--- config.mk ---
export PLATFORM = sky130hd
export DESIGN_NAME = http_chunked_body_decoder_flat
export DESIGN_NICKNAME = d
export VERILOG_FILES = /design/src/hcbd_pkg.sv /design/src/hcbd_if.sv /design/src/hcbd_line.sv /design/src/hcbd_core.sv /design/src/hcbd_out.sv /design/src/http_chunked_body_decoder.sv /design/src/flat_wrapper.sv
export SDC_FILE = /design/constraint.sdc
export NUM_CORES = 1
export LEC_CHECK = 0
export BUFFER_PORTS_ARGS = -buffer_cell sky130_fd_sc_hd__buf_2
export CAP_MARGIN = 30
export CORE_MARGIN = 10
export CORE_UTILIZATION = 50
export DETAILED_ROUTE_END_ITERATION = 10
export GPL_ROUTABILITY_DRIVEN = 0
export PLACE_DENSITY = 0.64
export SYNTH_ARGS = -nofsm -noshare
export SYNTH_HDL_FRONTEND = slang
export SYNTH_HIERARCHICAL = 1
export SYNTH_SLANG_ARGS = --single-unit
--- constraint.sdc ---
create_clock -name clock -period 8.8 [get_ports clock]
set_input_delay 0.44 -clock clock [delete_from_list [all_inputs] [get_ports clock]]
set_output_delay 0.44 -clock clock [all_outputs]
set_load 0.01 [all_outputs]
--- src/hcbd_pkg.sv ---
// Package for the chunked body decoder: shared types, character codes and event codes.
// No dependencies; every other file of the block but hcbd_if imports it.
package hcbd_pkg;

   localparam int SIZE_W = 64;

   // Character codes
   localparam logic [7:0] CH_CR      = 8'h0D;
   localparam logic [7:0] CH_LF      = 8'h0A;
   localparam logic [7:0] CH_SP      = 8'h20;
   localparam logic [7:0] CH_TAB     = 8'h09;
   localparam logic [7:0] CH_DIG0    = 8'h30;
   localparam logic [7:0] CH_DIG9    = 8'h39;
   localparam logic [7:0] CH_UPPER_A = 8'h41;
   localparam logic [7:0] CH_UPPER_F = 8'h46;
   localparam logic [7:0] CH_LOWER_A = 8'h61;
   localparam logic [7:0] CH_LOWER_F = 8'h66;
   localparam logic [7:0] HEX_TEN    = 8'd10;

   typedef enum logic [2:0] {
      PH_SIZE  = 3'd0,
      PH_DATA  = 3'd1,
      PH_TRAIL = 3'd2,
      PH_DONE  = 3'd3,
      PH_FAIL  = 3'd4
   } phase_type;

   typedef enum logic [1:0] {
      EV_PAYLOAD   = 2'd0,
      EV_LAST      = 2'd1,
      EV_MALFORMED = 2'd2
   } event_type;

   // Progress through one size line
   typedef struct packed {
      logic [SIZE_W-1:0] acc;
      logic              digit_seen;
      logic              digits_closed;
      logic              cr_pending;
   } line_state_type;

   localparam line_state_type LINE_CLEAR = '{acc: '0, digit_seen: 1'b0,
                                             digits_closed: 1'b0, cr_pending: 1'b0};

   localparam logic [SIZE_W-1:0] TRAIL_LEN = SIZE_W'(2);

   typedef struct packed {
      logic [7:0] body_byte;
      logic       restart;
   } req_item_type;

   typedef struct packed {
      logic [7:0] payload_byte;
      event_type  event_res;
   } rsp_item_type;

endpackage

--- src/hcbd_if.sv ---
// Handshake channels of the chunked body decoder: request (raw bytes) and response (results).
// Depends on nothing but the clock domain of the block.
interface hcbd_req_if;
   logic       valid;
   logic       ready;
   logic [7:0] body_byte;
   logic       restart;

   modport source (output valid, output body_byte, output restart, input ready);
   modport sink   (input valid, input body_byte, input restart, output ready);
endinterface

interface hcbd_rsp_if;
   logic       valid;
   logic       ready;
   logic [7:0] payload_byte;
   logic [1:0] event_res;

   modport source (output valid, output payload_byte, output event_res, input ready);
   modport sink   (input valid, input payload_byte, input event_res, output ready);
endinterface

--- src/hcbd_line.sv ---
// Size-line parser: folds one byte (plus any held CR) into the line state.
// Depends on hcbd_pkg.
module hcbd_line
   import hcbd_pkg::*;
(
   input  line_state_type cur,
   input  logic [7:0]     c,
   output line_state_type nxt,
   output logic           size_line_done
);

   function automatic line_state_type take_byte(line_state_type st, logic [7:0] b);
      line_state_type r;
      logic [3:0]     d;
      logic           is_hex;
      r      = st;
      d      = '0;
      is_hex = 1'b0;
      if (b >= CH_DIG0 && b <= CH_DIG9) begin
         is_hex = 1'b1;
         d      = 4'(b - CH_DIG0);
      end else if (b >= CH_UPPER_A && b <= CH_UPPER_F) begin
         is_hex = 1'b1;
         d      = 4'(b - CH_UPPER_A + HEX_TEN);
      end else if (b >= CH_LOWER_A && b <= CH_LOWER_F) begin
         is_hex = 1'b1;
         d      = 4'(b - CH_LOWER_A + HEX_TEN);
      end
      if (!st.digits_closed) begin
         if (is_hex) begin
            // saturate once the top nibble is occupied
            if (st.acc[SIZE_W-1 -: 4] != '0) begin
               r.acc = '1;
            end else begin
               r.acc = {st.acc[SIZE_W-5:0], d};
            end
            r.digit_seen = 1'b1;
         end else if (!((b == CH_SP || b == CH_TAB) && !st.digit_seen)) begin
            r.digits_closed = 1'b1;
         end
      end
      return r;
   endfunction

   line_state_type after_cr;

   always_comb begin
      size_line_done = cur.cr_pending && (c == CH_LF);
      // a held CR not followed by LF is an ordinary line byte
      after_cr = cur.cr_pending ? take_byte(cur, CH_CR) : cur;
      if (c == CH_CR) begin
         nxt            = after_cr;
         nxt.cr_pending = 1'b1;
      end else begin
         nxt            = take_byte(after_cr, c);
         nxt.cr_pending = 1'b0;
      end
   end

endmodule

--- src/hcbd_core.sv ---
// Decoder core: input register, phase/count/line state and the per-byte update.
// Depends on hcbd_pkg and hcbd_line.
module hcbd_core
   import hcbd_pkg::*;
(
   input  logic         clock,
   input  logic         reset,
   input  logic         req_valid,
   input  req_item_type req_item,
   output logic         req_ready,
   input  logic         out_busy,
   output logic         res_valid,
   output rsp_item_type res_item
);

   logic              in_valid_ff, in_valid_in;
   req_item_type      in_item_ff;
   phase_type         phase_ff, phase_in;
   logic [SIZE_W-1:0] rem_ff, rem_in;
   line_state_type    line_ff, line_in;

   phase_type         base_phase;
   logic [SIZE_W-1:0] base_rem, rem_dec;
   line_state_type    base_line, line_nxt;
   logic              size_line_done, advance, res_hit;

   assign base_phase = in_item_ff.restart ? PH_SIZE : phase_ff;
   assign base_rem   = in_item_ff.restart ? '0 : rem_ff;
   assign base_line  = in_item_ff.restart ? LINE_CLEAR : line_ff;
   assign rem_dec    = base_rem - SIZE_W'(1);

   hcbd_line u_line (
      .cur            (base_line),
      .c              (in_item_ff.body_byte),
      .nxt            (line_nxt),
      .size_line_done (size_line_done)
   );

   always_comb begin
      phase_in               = base_phase;
      rem_in                 = base_rem;
      line_in                = base_line;
      res_hit                = 1'b0;
      res_item.payload_byte  = '0;
      res_item.event_res     = EV_PAYLOAD;
      unique case (base_phase)
         PH_SIZE: begin
            if (size_line_done) begin
               line_in = LINE_CLEAR;
               if (!base_line.digit_seen) begin
                  phase_in           = PH_FAIL;
                  res_hit            = 1'b1;
                  res_item.event_res = EV_MALFORMED;
               end else if (base_line.acc == '0) begin
                  phase_in           = PH_DONE;
                  res_hit            = 1'b1;
                  res_item.event_res = EV_LAST;
               end else begin
                  phase_in = PH_DATA;
                  rem_in   = base_line.acc;
               end
            end else begin
               line_in = line_nxt;
            end
         end
         PH_DATA: begin
            res_hit               = 1'b1;
            res_item.payload_byte = in_item_ff.body_byte;
            if (rem_dec == '0) begin
               phase_in = PH_TRAIL;
               rem_in   = TRAIL_LEN;
            end else begin
               rem_in = rem_dec;
            end
         end
         PH_TRAIL: begin
            rem_in = rem_dec;
            if (rem_dec == '0) begin
               phase_in = PH_SIZE;
               line_in  = LINE_CLEAR;
            end
         end
         default: begin
            // finished or failed: bytes dropped until restart
         end
      endcase
   end

   // an empty input register holds a stale byte and issues nothing
   assign res_valid = in_valid_ff && res_hit;

   // bytes without a result never wait on the output side
   assign advance   = in_valid_ff && (!res_valid || !out_busy);
   assign req_ready = !in_valid_ff || advance;

   always_comb begin
      if (req_valid && req_ready) begin
         in_valid_in = 1'b1;
      end else if (advance) begin
         in_valid_in = 1'b0;
      end else begin
         in_valid_in = in_valid_ff;
      end
   end

   always_ff @(posedge clock) begin
      if (reset) begin
         in_valid_ff <= 1'b0;
         phase_ff    <= PH_SIZE;
         rem_ff      <= '0;
         line_ff     <= LINE_CLEAR;
      end else begin
         in_valid_ff <= in_valid_in;
         if (advance) begin
            phase_ff <= phase_in;
            rem_ff   <= rem_in;
            line_ff  <= line_in;
         end
      end
   end

   always_ff @(posedge clock) begin
      if (req_valid && req_ready) begin
         in_item_ff <= req_item;
      end
   end

endmodule

--- src/hcbd_out.sv ---
// Result register: holds one result until the receiver takes it.
// Depends on hcbd_pkg.
module hcbd_out
   import hcbd_pkg::*;
(
   input  logic         clock,
   input  logic         reset,
   input  logic         load,
   input  rsp_item_type load_item,
   input  logic         take,
   output logic         out_valid,
   output logic         out_busy,
   output rsp_item_type out_item
);

   logic         valid_ff, valid_in;
   rsp_item_type item_ff;

   always_comb begin
      if (load) begin
         valid_in = 1'b1;
      end else if (take) begin
         valid_in = 1'b0;
      end else begin
         valid_in = valid_ff;
      end
   end

   always_ff @(posedge clock) begin
      if (reset) begin
         valid_ff <= 1'b0;
      end else begin
         valid_ff <= valid_in;
      end
   end

   always_ff @(posedge clock) begin
      if (load) begin
         item_ff <= load_item;
      end
   end

   assign out_valid = valid_ff;
   assign out_busy  = valid_ff && !take;
   assign out_item  = item_ff;

endmodule

--- src/http_chunked_body_decoder.sv ---
// Top level of the HTTP chunked body decoder.
// Depends on hcbd_pkg, hcbd_if, hcbd_core and hcbd_out.
//
// Usage
//  - req_ch carries the raw body, one byte per transfer (body_byte), with restart
//    set on the first byte of a new body to clear all decoder state first.
//  - rsp_ch carries at most one result per request transfer: a payload byte
//    (event_res = payload), the last-chunk mark, or a malformed size line mark.
//    Size-line bytes other than the closing LF and the two bytes after each chunk produce nothing.
//  - Throughput: one byte per cycle unless stalled. The per-byte state update is a
//    single 64-bit decrement/compare or shift plus small selection.
//  - Path: a byte accepted into the input register is decoded from there; its
//    result is then loaded into the result register, which drives rsp_ch.valid,
//    once that register is free or being emptied.
//  - Stall: while a result waits in the result register, the next byte can
//    still be taken; a byte that itself produces a result then waits in the
//    input register, and req_ch.ready drops until the receiver takes the
//    waiting result. Bytes that produce no result pass straight through.
//  - Reset (synchronous, active high) empties both registers and returns the
//    decoder to reading a size line with an empty accumulator.
module http_chunked_body_decoder
   import hcbd_pkg::*;
(
   input  logic       clock,
   input  logic       reset,
   hcbd_req_if.sink   req_ch,
   hcbd_rsp_if.source rsp_ch
);

   req_item_type req_item;
   rsp_item_type res_item, out_item;
   logic         res_valid, out_busy, out_valid, req_ready;

   assign req_item.body_byte = req_ch.body_byte;
   assign req_item.restart   = req_ch.restart;
   assign req_ch.ready       = req_ready;

   hcbd_core u_core (
      .clock     (clock),
      .reset     (reset),
      .req_valid (req_ch.valid),
      .req_item  (req_item),
      .req_ready (req_ready),
      .out_busy  (out_busy),
      .res_valid (res_valid),
      .res_item  (res_item)
   );

   // a result is loaded only when the register is free or being emptied
   hcbd_out u_out (
      .clock     (clock),
      .reset     (reset),
      .load      (res_valid && !out_busy),
      .load_item (res_item),
      .take      (rsp_ch.ready),
      .out_valid (out_valid),
      .out_busy  (out_busy),
      .out_item  (out_item)
   );

   assign rsp_ch.valid        = out_valid;
   assign rsp_ch.payload_byte = out_item.payload_byte;
   assign rsp_ch.event_res    = out_item.event_res;

endmodule
--- src/flat_wrapper.sv ---
// flat-port wrapper written by rule: the top's interface ports become plain ports
module http_chunked_body_decoder_flat import hcbd_pkg::*;
  (clock, reset, req_ch_valid, req_ch_body_byte, req_ch_restart, req_ch_ready, rsp_ch_valid, rsp_ch_payload_byte, rsp_ch_event_res, rsp_ch_ready);
  hcbd_req_if req_ch_i ();
  hcbd_rsp_if rsp_ch_i ();
  input  logic clock;
  input  logic reset;
  input wire logic [$bits(req_ch_i.valid)-1:0] req_ch_valid;
  input wire logic [$bits(req_ch_i.body_byte)-1:0] req_ch_body_byte;
  input wire logic [$bits(req_ch_i.restart)-1:0] req_ch_restart;
  output wire logic [$bits(req_ch_i.ready)-1:0] req_ch_ready;
  output wire logic [$bits(rsp_ch_i.valid)-1:0] rsp_ch_valid;
  output wire logic [$bits(rsp_ch_i.payload_byte)-1:0] rsp_ch_payload_byte;
  output wire logic [$bits(rsp_ch_i.event_res)-1:0] rsp_ch_event_res;
  input wire logic [$bits(rsp_ch_i.ready)-1:0] rsp_ch_ready;
  assign req_ch_i.valid = req_ch_valid;
  assign req_ch_i.body_byte = req_ch_body_byte;
  assign req_ch_i.restart = req_ch_restart;
  assign req_ch_ready = req_ch_i.ready;
  assign rsp_ch_valid = rsp_ch_i.valid;
  assign rsp_ch_payload_byte = rsp_ch_i.payload_byte;
  assign rsp_ch_event_res = rsp_ch_i.event_res;
  assign rsp_ch_i.ready = rsp_ch_ready;
  http_chunked_body_decoder u_core (.clock(clock), .reset(reset), .req_ch(req_ch_i), .rsp_ch(rsp_ch_i));
endmodule
; ---- Word level (Yosys, flattened, before mapping)
; Index checks and enable logic that the tools add are counted.
[classes]
div_mod_pow = 0
magnitude_cmp = 6
shift = 0
n_reduce_logical = 26
n_eq_ne = 6
mux = 41
n_addsub = 6
bitwise = 0
multipliers = 0
[ops]
columns = cell, n
row1 = $mux 64, 6
row2 = $mux 67, 4
row3 = $pmux 64 s3, 1
row4 = $pmux 67 s2, 1
row5 = $logic_not 64->1, 2
row6 = $mux 66, 1
row7 = $mux 65, 1
row8 = $sub 64x1->64 const B, 1
row9 = $eq 8x4->1 const B, 3
row10 = $ge 8x7->1 const B, 2
row11 = $le 8x7->1 const B, 2
row12 = $mux 3, 5
row13 = $mux 1, 14
row14 = $mux 4, 3
row15 = $sub 4x1->4 const B, 3
row16 = $logic_and 1x1->1, 10
row17 = $pmux 3 s3, 1
row18 = $add 4x4->4 const B, 2
row19 = $eq 8x6->1 const B, 1
row20 = $ge 8x6->1 const B, 1
row21 = $le 8x6->1 const B, 1
row22 = $mux 2, 3
row23 = $logic_not 1->1, 5
row24 = $reduce_bool 2->1, 2
row25 = 8 further kinds, 10
[word_totals]
mem_bits_ro = 0
latchBits = 0
input_bits = 13
out_inout_bits = 12
ff_bits = 155
memories = 0
ramBits = 0
elab_cells = 98

; ---- Depth between registers and ports, before layout
[depth]
ltp_word = 13
ltp_mapped = 21
ltp_nobuf = 12

; ---- Modules after synthesis
; The synthesis kept the hierarchy.
[by_module_without_submodules]
columns = mod, area_per_inst_um2, cells_per_inst, seq_area_each_um2, n_inst
row1 = hcbd_core, 9731.8, 1221, 2972.9, 1
row2 = hcbd_line, 1610.3, 246, 0.0, 1
row3 = hcbd_out, 344.1, 13, 320.3, 1
row4 = http_chunked_body_decoder, 13.8, 1, 0.0, 1

; ---- Least setup slack after synthesis
; No wires, ideal clock.
[synth_timing]
path_type = reg-to-reg
startpoint = reg u_core/u_core/in_item_ff[0] (netlist bit)
endpoint = reg u_core/u_core/line_ff[10] (netlist bit)
synth_period_minus_slack_ps = 4926
path_slack_ps = 3874
stages_incl_launch_ff = 20
t_required_ps = 8683
t_arrival_ps = 4809
path_cell_list = edfxtp_1 clkbuf_1 inv_1 clkbuf_1 buf_1 clkbuf_1 nand2_1 ha_1 clkbuf_1 clkbuf_1 nor2_1 a31oi_1 o2bb2ai_1 or4_1 or4_1 buf_2 o41a_1 buf_6 buf_6 a32o_1
[synth_via]
elab_chain_len = 10
word_cells_on_any_way = 27
cone_classes = add/sub (1) / eq/ne (2) / mux (15) / reduce/logical (9)
[synth_rtl]
columns = element, line
row1 = "start, declared", hcbd_core.sv:17  ; req_item_type in_item_ff;
row2 = "start signal, assigned", hcbd_core.sv:124  ; in_item_ff <= req_item;
row3 = branches (longest 10 deep; another with $sub 64x1->64), n/a
row4 = "end signal, assigned", hcbd_core.sv:117  ; line_ff <= line_in;
row5 = "end, declared", hcbd_core.sv:20  ; line_state_type line_ff, line_in;
; Parallel ways; which one is timed is not known.
; A chain may end at the register's enable or synchronous reset.

; ---- Worst setup path in the final report
[layout_timing]
startpoint = reg u_core/u_core/in_item_ff[0] (netlist bit)
endpoint = reg u_core.u_core.rem_ff[29]
[layout_via]
elab_chain_len = 10
word_cells_on_any_way = 23
cone_classes = add/sub (1) / eq/ne (2) / mux (12) / reduce/logical (8)
[layout_rtl]
columns = element, line
row1 = branches (longest 10 deep; another with $sub 64x1->64), n/a
row2 = "end signal, assigned", hcbd_core.sv:116  ; rem_ff <= rem_in;
row3 = "end, declared", hcbd_core.sv:19  ; logic [SIZE_W-1:0] rem_ff, rem_in;
; Parallel ways; which one is timed is not known.

==> metrics <==
worst hold stages=1; number of clock buffers inserted by TritonCTS=17; top metal layer carrying routed signals=met4; utilization after layout=54.5%; initial core utilization=51.2%; Die Footprint=29900 µm²; Distinct cells, synth=83; number of nets still failing antenna checks after routing=0; final count of negative-setup-slack endpoints=0; highest fanout seen on the critical path=151; die width=173 µm; pin count of the biggest net entering global routing=152; final slew viol count=0; area growth from synthesis to layout=6.49%; number of input and output port buffers inserted=24; share of the clock period used by the worst path=72.6%; slew of the pin with the lowest slew margin=1.01 ns; Overflow after GRT=0; number of global-route vias before repair=10800; peak supply drop=0.116 mV; type of element capturing the critical path=flip-flop; First DRT Iteration DRCs=2013; via density per instance=7.01; RSZ-0062 raised after global routing=no; arrival time worst endpoint=6.69 ns; antenna diode instance count=0; number of antenna violations at the first check in global routing=1; share of flip-flops with an asynchronous set or reset after synthesis=0%; worst setup skew after layout=0.0120 ns; wire length on met2=17.7 mm; post-detailed-route wirelength per cell=23.6 µm; total standard cell area after synthesis=11700 µm²; global-route total usage across every layer=26.0%; htree depth=4; wl on met1=17.4 mm; total of cells resized after clock tree synthesis=0; total number of placement rows=55; post-detail-place hpwl=27.9 mm; die height=173 µm; Via Count=12200; clock sink count=155; gate count of the mapped netlist=1481; clock insertion delay at the later pin of the skew report=0.44 ns; clock tree from TritonCTS=done; sequential fraction of the synthesis area=28.1%; Pwr per Cell Area=159 nW/µm²; count of max-cap constraint violations=0; CP startpoint kind=flip-flop; startpoint of the lowest-slack register-to-register path=u_core/u_core/in_item_ff[0]; Cell Chain, Critical Path=buf_12 -> inv_1 -> buf_4 -> nand2_1 -> ha_1 -> buf_4 -> o2111ai_1 -> o311a_1 -> a21o_1 -> a2111oi_0 -> nand4_1 -> or4_1 -> buf_4 -> o21ai_2 -> buf_4 -> o211ai_1; most repeated library cell on the critical path=buf_4; total met3 wirelength after detailed routing=4.64 mm; number of filler cells placed in the layout=2199; peak per-stage delay on the critical path=0.78 ns; average footprint of a synthesized cell=7.90 µm²; wire length of the first global-routing pass=63.5 mm; Post-synth EDFFs=19; Critical path buffers and inverters=6; DRC violations left=0; headroom to the max-slew limit=31.1%; total leakage power=4.31 nW; hold_sp=req_ch_body_byte[2]; post-route minimum period=6.39 ns; number of setup buffers added after CTS=0; cts-stage hold buffer count=0; clock tree root buffer cell=clkbuf_16; critical path's top delay family=compound AO/OA/AOI/OAI gates; maximum operating frequency=157 MHz; Layout Nets=1432; start-to-end type of the worst setup path=flip-flop to flip-flop; endpoint required time on the critical path=9.11 ns; number of optimization iterations in the first detailed-route pass=8; setup slack, reg-to-reg=2.41 ns; Max stage delay cell, worst path=a2111oi_0; I/O pin cnt=25; area inside the core boundary=22800 µm²; number of warnings reported in the yosys synthesis log=6; terminating pin of the worst hold path=u_core/u_core/in_item_ff[3]; Seq cells post-synth=155; worst flop-to-flop path endpoint=u_core/u_core/rem_ff[29]; worst hold path class=primary input to flip-flop; clock-pin slew reported for the worst setup and hold paths after clock tree synthesis=0.07 ns; CTS Buffer Depth=2; Syn Nets=1500; number of hold violations in the final report=0; sum of negative setup slack=0 ns; R2R depth=16; share of cells above drive strength 1=8.35%; flip-flop cell with the highest count after synthesis=dfxtp_1; run status=complete, no violations; post-detailed-routing wire length=41.1 mm
## placed cells by master, fill, tap and decap left out, types with 6 or more instances in the layout
master	netlist	final
ha_1	6	6
nand4_1	29	29
clkbuf_16	0	17
edfxtp_1	19	19
a41oi_1	9	9
nand3_1	26	26
a31oi_1	20	20
and3_1	11	11
and4_1	15	15
a221oi_1	38	38
inv_1	82	81
nor3_1	39	39
mux2i_1	69	69
or4_1	15	14
a21o_1	7	7
o21ai_0	45	45
or3_1	11	11
and2_1	17	16
buf_2	11	25
o22a_1	6	6
buf_4	2	17
a2111oi_0	7	7
a22oi_1	34	34
nor2b_1	74	74
o211ai_1	30	30
xnor2_1	12	12
dfxtp_1	136	136
nor4_2	13	15
nand2_1	80	80
nor4_1	47	45
a21oi_1	82	82
a211oi_1	8	8
o31ai_1	13	13
a32o_1	65	65
nor2_1	171	170
## synth_stat cells (17+ instances only)
cell,count,area share (%)
a21oi_1,82,3.5
a221oi_1,38,2.8
a22oi_1,34,2.2
a31oi_1,20,1.1
a32o_1,65,5.6
and2_1,17,0.91
clkbuf_1,97,3.1
dfxtp_1,136,23
edfxtp_1,19,4.9
inv_1,82,2.6
mux2i_1,69,5.9
nand2_1,80,2.6
nand3_1,26,1.1
nand4_1,29,1.6
nor2_1,171,5.5
nor2b_1,74,4.0
nor3_1,39,1.7
nor4_1,47,2.5
o211ai_1,30,1.9
o21ai_0,45,1.9
## worst max-delay path by stage
| stage | startpoint | to | slack [ns] | cells past startpoint |
|---|---|---|---|---|
| 6_report | u_core/u_core/in_item_ff[0] | u_core/u_core/rem_ff[29] | 2.41 | 16 |
| 5_1_grt | u_core/u_core/in_item_ff[0] | u_core/u_core/rem_ff[23] | 2.15 | 16 |
| 4_1_cts | u_core/u_core/in_item_ff[0] | u_core/u_core/rem_ff[29] | 2.53 | 16 |
| 3_5_place_dp | u_core/u_core/in_item_ff[0] | u_core/u_core/rem_ff[57] | 2.54 | 16 |
| 3_3_place_gp | u_core/u_core/in_item_ff[0] | u_core/u_core/line_ff[53] | 2.62 | 16 |
| 2_1_floorplan | u_core/u_core/in_item_ff[0] | u_core/u_core/line_ff[10] | 3.87 | 19 |
## kinds of logic (layout without fill, tap and decap cells)
logic type                 Yosys count  count (layout)  share of synthesized area, %
adders and majority gates            6               6                         0.642
AOI/OAI and AO/OA                  425             425                          26.8
buffers and inverters              216             161                          8.39
DFF                                155             155                          28.1
xor gates and xnor gates            17              17                          1.27
muxes                               75              75                          6.48
and+or+nand+nor                    587             587                          28.2
## state kept, by name (all words and copies together), names as in the netlist
name	flops
u_core/u_core/in_valid_ff	1
u_core/u_out/out_item	10
u_core/u_out/out_valid	1
u_core/u_core/rem_ff	64
u_core/u_core/line_ff	67
u_core/u_core/in_item_ff	9
u_core/u_core/phase_ff	3
## per-stage QoR
stage | area (µm²) | worst slack [ns] | total power, mW | cells | hold slack (ns)
floorplan | 11700 | 3.87 | 1.07 | 1481 | 0.461
global placement | 11700 | 2.62 | 1.17 | 1701 | 0.471
detailed placement | 11800 | 2.54 | 1.17 | 1706 | 0.477
CTS | 12400 | 2.53 | 1.98 | 1738 | 0.157
global route | 12500 | 2.15 | 2.06 | 1739 | 0.160
finish | 12500 | 2.41 | 1.99 | 1739 | 0.168
## final cells by class
cell class | count | area [µm²] | area share, %
sequential | 155 | 3290 | 26.4
clock buffer | 18 | 429 | 3.44
inverter | 82 | 308 | 2.47
timing repair buffer | 47 | 383 | 3.07
tap | 313 | 392 | 3.14
multi-input combinational | 1110 | 7450 | 59.8
clock inverter | 14 | 201 | 1.62
## metal layers
| metal | up-vias | GRT usage, % |
|---|---|---|
| met1 | 5843 | 36.5 |
| met4 | 0 | 9.95 |
| met3 | 103 | 5.53 |
| met5 | - | 0 |
| met2 | 759 | 38.0 |
| li1 | 5493 | - |
## power by group
part           leakage [nW]  internal [mW]  switching (mW)
Sequential             1.29          0.725          0.0224
Clock                 0.302          0.460           0.347
Combinational          2.72          0.147           0.284
No activity file was read; power rests on OpenSTA's default activity.
